**src/sv/mcr_pkg.sv**
```systemverilog
// shared types and constants for the midpoint circle rasterizer
// no dependencies; used by every module of the block through scoped names
package mcr_pkg;

  // coordinate widths
  localparam int COORD_WIDTH = 11;
  localparam int OFF_WIDTH   = COORD_WIDTH + 1;
  localparam int DEC_WIDTH   = COORD_WIDTH + 3;
  localparam int PIX_WIDTH   = COORD_WIDTH + 2;

  // step queue between front and back
  localparam int QUEUE_DEPTH = 2;
  localparam int QUEUE_AW    = $clog2(QUEUE_DEPTH);

  // request opcodes
  localparam logic OP_START = 1'b0;
  localparam logic OP_STEP  = 1'b1;

  // pixel order within one step
  typedef enum logic [2:0] {
    OCT_PX_PY = 3'd0,
    OCT_PY_PX = 3'd1,
    OCT_PY_NX = 3'd2,
    OCT_PX_NY = 3'd3,
    OCT_NX_NY = 3'd4,
    OCT_NY_NX = 3'd5,
    OCT_NY_PX = 3'd6,
    OCT_NX_PY = 3'd7
  } octant_t;

  // one step worth of work handed from front to back
  typedef struct packed {
    logic [COORD_WIDTH-1:0] cx;
    logic [COORD_WIDTH-1:0] cy;
    logic [OFF_WIDTH-1:0]   x;
    logic [OFF_WIDTH-1:0]   y;
    logic                   done;
  } step_t;

endpackage

```
**src/sv/mcr_front.sv**
```systemverilog
// front end: accepts requests, keeps the circle state, issues step records
// depends on mcr_pkg
module mcr_front (
  input  logic                           clk,
  input  logic                           rst,
  input  logic                           in_valid,
  output logic                           in_ready,
  input  logic                           op,
  input  logic [mcr_pkg::COORD_WIDTH-1:0] center_x,
  input  logic [mcr_pkg::COORD_WIDTH-1:0] center_y,
  input  logic [mcr_pkg::COORD_WIDTH-1:0] radius,
  output logic                           push_valid,
  input  logic                           push_ready,
  output mcr_pkg::step_t                 push_data
);

  logic [mcr_pkg::COORD_WIDTH-1:0]      centre_x_reg;
  logic [mcr_pkg::COORD_WIDTH-1:0]      centre_y_reg;
  logic [mcr_pkg::OFF_WIDTH-1:0]        offset_x;
  logic [mcr_pkg::OFF_WIDTH-1:0]        offset_y;
  logic signed [mcr_pkg::DEC_WIDTH-1:0] decision;
  logic                                 active;

  logic [mcr_pkg::OFF_WIDTH-1:0]        offset_x_next;
  logic [mcr_pkg::OFF_WIDTH-1:0]        offset_y_next;
  logic signed [mcr_pkg::DEC_WIDTH-1:0] decision_next;
  logic                                 active_next;
  logic signed [mcr_pkg::DEC_WIDTH-1:0] x_s;
  logic signed [mcr_pkg::DEC_WIDTH-1:0] y_s;
  logic signed [mcr_pkg::DEC_WIDTH-1:0] r_s;
  logic                                 accept;

  // requests wait only on room in the step queue
  assign in_ready = push_ready;
  assign accept   = in_valid && in_ready;

  // next point of the octant walk
  always_comb begin
    offset_x_next = offset_x + mcr_pkg::OFF_WIDTH'(1);
    offset_y_next = (decision > 0) ? offset_y - mcr_pkg::OFF_WIDTH'(1) : offset_y;
    x_s = signed'(mcr_pkg::DEC_WIDTH'(offset_x_next));
    y_s = signed'(mcr_pkg::DEC_WIDTH'(offset_y_next));
    if (decision > 0) begin
      decision_next = decision + ((x_s - y_s) <<< 1) + mcr_pkg::DEC_WIDTH'(1);
    end else begin
      decision_next = decision + (x_s <<< 1) + mcr_pkg::DEC_WIDTH'(1);
    end
    active_next = offset_x_next < offset_y_next;
    r_s = signed'(mcr_pkg::DEC_WIDTH'(radius));
  end

  // step record for the back end
  assign push_valid     = accept && (op == mcr_pkg::OP_STEP) && active;
  assign push_data.cx   = centre_x_reg;
  assign push_data.cy   = centre_y_reg;
  assign push_data.x    = offset_x;
  assign push_data.y    = offset_y;
  assign push_data.done = !active_next;

  // circle state
  always_ff @(posedge clk) begin
    if (rst) begin
      centre_x_reg <= '0;
      centre_y_reg <= '0;
      offset_x     <= '0;
      offset_y     <= '0;
      decision     <= '0;
      active       <= 1'b0;
    end else if (accept) begin
      if (op == mcr_pkg::OP_START) begin
        centre_x_reg <= center_x;
        centre_y_reg <= center_y;
        offset_x     <= '0;
        offset_y     <= mcr_pkg::OFF_WIDTH'(radius);
        decision     <= mcr_pkg::DEC_WIDTH'(1) - r_s;
        active       <= radius != '0;
      end else if (active) begin
        offset_x <= offset_x_next;
        offset_y <= offset_y_next;
        decision <= decision_next;
        active   <= active_next;
      end
    end
  end

endmodule

```
**src/sv/mcr_queue.sv**
```systemverilog
// short fifo of step records between front and back
// depends on mcr_pkg
module mcr_queue (
  input  logic           clk,
  input  logic           rst,
  input  logic           push_valid,
  output logic           push_ready,
  input  mcr_pkg::step_t push_data,
  output logic           pop_valid,
  input  logic           pop_ready,
  output mcr_pkg::step_t pop_data
);

  mcr_pkg::step_t                entries [mcr_pkg::QUEUE_DEPTH];
  logic [mcr_pkg::QUEUE_AW-1:0]  wptr;
  logic [mcr_pkg::QUEUE_AW-1:0]  rptr;
  logic [mcr_pkg::QUEUE_AW:0]    count;
  logic                          do_push;
  logic                          do_pop;

  assign push_ready = count != (mcr_pkg::QUEUE_AW + 1)'(mcr_pkg::QUEUE_DEPTH);
  assign pop_valid  = count != '0;
  assign pop_data   = entries[rptr];
  assign do_push    = push_valid && push_ready;
  assign do_pop     = pop_valid && pop_ready;

  // pointers and fill count
  always_ff @(posedge clk) begin
    if (rst) begin
      wptr  <= '0;
      rptr  <= '0;
      count <= '0;
    end else begin
      if (do_push) wptr <= wptr + mcr_pkg::QUEUE_AW'(1);
      if (do_pop)  rptr <= rptr + mcr_pkg::QUEUE_AW'(1);
      if (do_push && !do_pop) begin
        count <= count + (mcr_pkg::QUEUE_AW + 1)'(1);
      end else if (do_pop && !do_push) begin
        count <= count - (mcr_pkg::QUEUE_AW + 1)'(1);
      end
    end
  end

  // entry storage
  always_ff @(posedge clk) begin
    if (do_push) entries[wptr] <= push_data;
  end

endmodule

```
**src/sv/mcr_back.sv**
```systemverilog
// back end: expands one step record into eight pixels, one per cycle unless out_ready stalls
// depends on mcr_pkg
module mcr_back (
  input  logic                                clk,
  input  logic                                rst,
  input  logic                                pop_valid,
  output logic                                pop_ready,
  input  mcr_pkg::step_t                      pop_data,
  output logic                                out_valid,
  input  logic                                out_ready,
  output logic signed [mcr_pkg::PIX_WIDTH-1:0] pixel_x,
  output logic signed [mcr_pkg::PIX_WIDTH-1:0] pixel_y,
  output logic                                last_of_step,
  output logic                                circle_done
);

  mcr_pkg::octant_t                     octant;
  logic                                 advance;
  logic signed [mcr_pkg::PIX_WIDTH-1:0] cx_s;
  logic signed [mcr_pkg::PIX_WIDTH-1:0] cy_s;
  logic signed [mcr_pkg::PIX_WIDTH-1:0] x_s;
  logic signed [mcr_pkg::PIX_WIDTH-1:0] y_s;
  logic signed [mcr_pkg::PIX_WIDTH-1:0] dx;
  logic signed [mcr_pkg::PIX_WIDTH-1:0] dy;

  // move a pixel into the output register when it is empty or being taken
  assign advance   = pop_valid && (!out_valid || out_ready);
  assign pop_ready = advance && (octant == mcr_pkg::OCT_NX_PY);

  // symmetric offsets for the current octant
  always_comb begin
    cx_s = signed'(mcr_pkg::PIX_WIDTH'(pop_data.cx));
    cy_s = signed'(mcr_pkg::PIX_WIDTH'(pop_data.cy));
    x_s  = signed'(mcr_pkg::PIX_WIDTH'(pop_data.x));
    y_s  = signed'(mcr_pkg::PIX_WIDTH'(pop_data.y));
    unique case (octant)
      mcr_pkg::OCT_PX_PY: begin dx = x_s;  dy = y_s;  end
      mcr_pkg::OCT_PY_PX: begin dx = y_s;  dy = x_s;  end
      mcr_pkg::OCT_PY_NX: begin dx = y_s;  dy = -x_s; end
      mcr_pkg::OCT_PX_NY: begin dx = x_s;  dy = -y_s; end
      mcr_pkg::OCT_NX_NY: begin dx = -x_s; dy = -y_s; end
      mcr_pkg::OCT_NY_NX: begin dx = -y_s; dy = -x_s; end
      mcr_pkg::OCT_NY_PX: begin dx = -y_s; dy = x_s;  end
      mcr_pkg::OCT_NX_PY: begin dx = -x_s; dy = y_s;  end
      default:            begin dx = x_s;  dy = y_s;  end
    endcase
  end

  // octant counter and valid of the output register
  always_ff @(posedge clk) begin
    if (rst) begin
      octant    <= mcr_pkg::OCT_PX_PY;
      out_valid <= 1'b0;
    end else if (advance) begin
      octant    <= mcr_pkg::octant_t'(octant + 3'd1);
      out_valid <= 1'b1;
    end else if (out_ready) begin
      out_valid <= 1'b0;
    end
  end

  // output payload
  always_ff @(posedge clk) begin
    if (advance) begin
      pixel_x      <= cx_s + dx;
      pixel_y      <= cy_s + dy;
      last_of_step <= octant == mcr_pkg::OCT_NX_PY;
      circle_done  <= pop_data.done;
    end
  end

endmodule

```
**src/sv/midpoint_circle_rasterizer.sv**
```systemverilog
// Midpoint circle rasterizer with eight-way symmetry. A start request (op 0)
// loads centre and radius and returns nothing; each step request (op 1) on a
// running circle returns eight pixels in octant order, the eighth flagged with
// last_of_step, all eight flagged with circle_done on the step that ends the
// circle. A step while idle is accepted and returns nothing. Requests are
// taken one per cycle while the two-entry step queue has room; each step
// then holds the pixel unit for its eight pixels, one pixel per cycle unless
// out_ready stalls the single output port. A step record passes through the
// step queue and then the output register of the back end before its first pixel.
// top level: front end, step queue, back end; depends on mcr_pkg
module midpoint_circle_rasterizer (
  input  logic                                clk,
  input  logic                                rst,
  input  logic                                in_valid,
  output logic                                in_ready,
  input  logic                                op,
  input  logic [mcr_pkg::COORD_WIDTH-1:0]     center_x,
  input  logic [mcr_pkg::COORD_WIDTH-1:0]     center_y,
  input  logic [mcr_pkg::COORD_WIDTH-1:0]     radius,
  output logic                                out_valid,
  input  logic                                out_ready,
  output logic signed [mcr_pkg::PIX_WIDTH-1:0] pixel_x,
  output logic signed [mcr_pkg::PIX_WIDTH-1:0] pixel_y,
  output logic                                last_of_step,
  output logic                                circle_done
);

  logic           push_valid;
  logic           push_ready;
  mcr_pkg::step_t push_data;
  logic           pop_valid;
  logic           pop_ready;
  mcr_pkg::step_t pop_data;

  // request decode and circle state
  mcr_front u_front (
    .clk        (clk),
    .rst        (rst),
    .in_valid   (in_valid),
    .in_ready   (in_ready),
    .op         (op),
    .center_x   (center_x),
    .center_y   (center_y),
    .radius     (radius),
    .push_valid (push_valid),
    .push_ready (push_ready),
    .push_data  (push_data)
  );

  // decoupling queue
  mcr_queue u_queue (
    .clk        (clk),
    .rst        (rst),
    .push_valid (push_valid),
    .push_ready (push_ready),
    .push_data  (push_data),
    .pop_valid  (pop_valid),
    .pop_ready  (pop_ready),
    .pop_data   (pop_data)
  );

  // pixel expansion
  mcr_back u_back (
    .clk          (clk),
    .rst          (rst),
    .pop_valid    (pop_valid),
    .pop_ready    (pop_ready),
    .pop_data     (pop_data),
    .out_valid    (out_valid),
    .out_ready    (out_ready),
    .pixel_x      (pixel_x),
    .pixel_y      (pixel_y),
    .last_of_step (last_of_step),
    .circle_done  (circle_done)
  );

endmodule

```
**config.mk**
```make
export PLATFORM = sky130hd
export DESIGN_NAME = midpoint_circle_rasterizer
export DESIGN_NICKNAME = d
export VERILOG_FILES = /design/src/sv/mcr_pkg.sv /design/src/sv/mcr_front.sv /design/src/sv/mcr_queue.sv /design/src/sv/mcr_back.sv /design/src/sv/midpoint_circle_rasterizer.sv
export SDC_FILE = /design/constraint.sdc
export NUM_CORES = 1
export LEC_CHECK = 0
export ABC_AREA = 0
export BUFFER_PORTS_ARGS = -buffer_cell sky130_fd_sc_hd__buf_2
export CAP_MARGIN = 20
export CORE_MARGIN = 2
export CORE_UTILIZATION = 50
export CTS_CLUSTER_DIAMETER = 60
export DETAILED_ROUTE_END_ITERATION = 6
export HOLD_SLACK_MARGIN = 0.08
export PLACE_DENSITY = 0.75
export SLEW_MARGIN = 40
export SYNTH_ARGS = -nofsm -noshare
export SYNTH_HDL_FRONTEND = slang
export SYNTH_SLANG_ARGS = --single-unit
```
**constraint.sdc**
```tcl
create_clock -name clk -period 6.65 [get_ports clk]
set_input_delay 0.665 -clock clk [delete_from_list [all_inputs] [get_ports clk]]
set_output_delay 0.665 -clock clk [all_outputs]
set_load 0.01 [all_outputs]
```
==> impl_summary.log <==
[metrics] count of hold-fix buffers inserted at cts: 0
[metrics] remaining design rule violation count: 0
[metrics] cells taking the most area after synthesis: sky130_fd_sc_hd__edfxtp_1 (32%), sky130_fd_sc_hd__dfxtp_1 (12%), sky130_fd_sc_hd__ha_1 (7.6%)
[metrics] die width: 156 µm
[metrics] status: finished clean
[metrics] combinational family with the most area after synthesis: compound AO/OA/AOI/OAI gates
[metrics] setup repair after global routing missed its margin: no
[metrics] largest area contributor in the synthesized netlist: sky130_fd_sc_hd__edfxtp_1
[metrics] post-route ant nets: 0
[metrics] proportion of power drawn by combinational gates: 0.305
[metrics] Post-synth EDFFs: 122
[metrics] ratio of total power to cell area: 274 mW/mm²
[metrics] ant diodes: 0
[metrics] netlist area before placement: 0.0115 mm²
[metrics] final hold vios: 0
[metrics] HPWL after detailed placement: 20800 µm
[metrics] final instance area: 0.0128 mm²
[metrics] delay of the slowest critical-path stage: 530 ps
[metrics] Post-CTS Resized: 0
[metrics] largest registers: u_queue.entries: 94 flops, u_front.decision: 14 flops
[metrics] H-Tree Depth: 4
[metrics] placer's final routability congestion estimate: 0.946
[metrics] sum of negative setup slack: 0 ps
[metrics] TritonCTS Buffers: 17
[metrics] setup-violating endpoint count in the final report: 0
[metrics] aggregate routed wire length: 28700 µm
[metrics] register bank with the most flops: u_queue.entries
[metrics] number of clock sinks: 192
[metrics] fraction of layout cells with a size suffix above 1: 0.148
[metrics] final-layout worst hold slack: 451 ps
[metrics] initial antenna violation count: 0
[metrics] internal power of the cells: 2.30 mW
[metrics] arrival time worst endpoint: 5470 ps
[metrics] number of buffers and inverters on the critical path: 1
[metrics] portion of total power attributed to sequential cells: 0.395
[metrics] worst setup skew after layout: 13.7 ps
[metrics] synthesized-area fraction occupied by xor and xnor cells: 0.0720
[metrics] number of buffers inserted by port buffering: 67
[metrics] Placement Setup Slack: 1610 ps
[metrics] kind of start point of the critical path: flip-flop
[metrics] drt wl/cell: 19.1 µm
[metrics] post-DR vias/cell: 6.02
[metrics] area of the multi-input gates: 0.00616 mm²
[metrics] area added between synthesis and finish: 10.9%
[metrics] post-synthesis cell type count: 82
[metrics] area of the core: 0.0226 mm²
[metrics] simple-gate area share of the yosys netlist: 0.142
[metrics] highest-count cells in the layout ignoring fill and taps: sky130_fd_sc_hd__edfxtp_1 (122), sky130_fd_sc_hd__nand2_1 (120), sky130_fd_sc_hd__a21oi_1 (112), sky130_fd_sc_hd__nor2_1 (92), sky130_fd_sc_hd__ha_1 (70)
[metrics] clock input transition at the sequential cells of the worst setup and hold paths: 90 ps
[metrics] maximum number of buffers from clock root to sink: 2
[metrics] ratio of final minimum period to clock period: 0.769
[metrics] I/O Pins: 68
[metrics] cells after synthesis: 1148
[metrics] class of the worst hold path: in -> reg
[metrics] number of standard cells in the final layout excluding fillers: 1503
[metrics] starting utilization of the core area: 0.510
[metrics] Placement Rows: 55
[metrics] post-synthesis adder-cell area fraction: 0.0845
[metrics] slew margin rel.: 0.466
[metrics] Switching Fraction: 0.345
[metrics] Post-CTS Repair Setup Buffers: 0
[metrics] count of fill cells added during filler insertion: 1907
[metrics] total power of the final layout: 3.51 mW
[metrics] total track usage: 0.241
[metrics] critical path's slowest cell: sky130_fd_sc_hd__nor3_1
[metrics] post-layout utilization of the core: 0.565
[metrics] first-iteration detailed-routing DRC count: 1009
[metrics] leakage component of the power: 4.88 nW
[metrics] first-pass iteration count of the detailed router: 6
[metrics] number of flip-flops in the largest register: 94
[metrics] Register Area: 0.00507 mm²
[metrics] Worst Tran Pin Value: 801 ps
[metrics] clock latency on the worst-skew pair: 440 ps
[metrics] maximum clock rate: 196 MHz
[metrics] Slew Viols, Final: 0
[metrics] post-synthesis compound-gate area fraction: 0.177
[metrics] critical path class: reg -> reg
[metrics] number of global-route vias before repair: 8415
[metrics] total of warnings raised by yosys: 0
[metrics] Maximum Capacitance Violations: 0
[metrics] Clock Root Buffer: sky130_fd_sc_hd__clkbuf_16
[metrics] share of the synthesized area in the top cell type: 0.317
[metrics] minimum period implied by the final worst setup slack: 5110 ps
[metrics] number of placed instances, taps included: 1471
[metrics] worst endpoint required time: 7000 ps
[metrics] Net Switching: 1.21 mW
[metrics] mux share of post-synthesis cell area: 0.0567
[metrics] largest net degree at the start of global routing: 71
[metrics] Synth Net Count: 1261
[metrics] maximum fanout along the worst path: 17
[metrics] sequential area share after synthesis: 0.439
[metrics] # nets final: 1318
[metrics] DIE AREA: 0.0243 mm²
[metrics] Peak VDD IR: 185 µV
[metrics] async set-or-reset flop fraction in the synthesized netlist: 0
[metrics] area of placed instances: 0.0122 mm²
[metrics] cell-by-cell trace of the critical path: nor3_1 > a41oi_4 > a21oi_1 > inv_1 > ha_1 > nand2b_1 > nand3_1 > a21oi_1 > o21bai_2 > a21o_1 > a21oi_1 > xnor2_1 > ha_1 > and2_1 > a311oi_1 > o31ai_1 > o21ai_0 > o21ai_0 > xnor2_1 > nand3_1 > a221oi_1
[metrics] TritonCTS clock tree: built
[metrics] die boundary height: 156 µm
[metrics] Most common cell on crit path: sky130_fd_sc_hd__a21oi_1
[metrics] final worst slack: 1540 ps
[metrics] portion of total power attributed to the clock network: 0.300
[metrics] global route total overflow: 0
[metrics] total number of vias: 9044
[metrics] Worst path top cell family by delay: compound AO/OA/AOI/OAI gates
[metrics] mean instance size in the synthesized netlist: 10.1 µm²
[metrics] #FFs+latches synth: 192
[metrics] leading register cell type out of synthesis: sky130_fd_sc_hd__edfxtp_1
[metrics] global-route wire length before repair: 45700 µm
[metrics] Critical Path Sink Type: flip-flop
[metrics] commonest non-fill, non-tap cell in the layout: sky130_fd_sc_hd__edfxtp_1
==> per-layer routing <==
| layer | share of wire | global-route usage |
|---|---|---|
| met5 | 0 | 0 |
| met4 | 0.014 | 0.0633 |
| met3 | 0.061 | 0.0350 |
| met2 | 0.46 | 0.384 |
| met1 | 0.46 | 0.346 |
==> cell type report <==
cell class                      count  area share
Clock buffer                       17      0.0332
Clock inverter                     15      0.0157
Inverter                           43      0.0126
Multi-Input combinational cell    873       0.482
Sequential cell                   192       0.396
Tap cell                          285      0.0279
Timing Repair Buffer               78      0.0329
==> synthesized netlist by cell type, drive strengths merged, types with 20 or more instances <==
cell type	number
ha	70
mux2i	30
nand3	26
xnor2	56
nor2	94
o21ai	47
edfxtp	122
mux2	25
nor3	29
inv	43
nand2	120
dfxtp	70
clkbuf	29
xor2	38
a21o	20
a21oi	113
==> tightest hold or removal path, cell delays in order <==
cell and delay (ps):
sky130_fd_sc_hd__buf_2 100, sky130_fd_sc_hd__nand2_1 40, sky130_fd_sc_hd__a21oi_1 50
==> worst paths after layout <==
path	slack, ps	from	cells past startpoint	to
setup / recovery	1540	u_front.decision[9]	21	u_front.decision[13]
hold / removal	450	center_y[10]	3	u_front.centre_y_reg[10]
setup reg to reg	1540	u_front.decision[9]	21	u_front.decision[13]
hold reg to reg	460	u_front.centre_x_reg[4]	0	u_queue.entries[1][40]
==> power by group through the flow <==
stage                     Combinational (mW)  Clock, mW  Sequential, mW
after floorplan                        0.808          0            1.41
after detailed placement                1.05          0            1.41
after global routing                    1.18       1.11            1.39
after CTS                               1.06       1.07            1.39
after global placement                  1.04          0            1.41
final                                   1.07       1.05            1.39
==> logic make-up (layout without fill, tap and decap cells) <==
group / after synthesis / count (layout)
multiplexers: 55 / 55
AND/OR/NAND/NOR: 337 / 337
adder cells (fa/ha/maj): 75 / 75
buffers and inverters: 83 / 153
XOR/XNOR: 94 / 94
flip-flops: 192 / 192
AO/OA/AOI/OAI: 312 / 312
No activity file was read; power rests on OpenSTA's default activity.
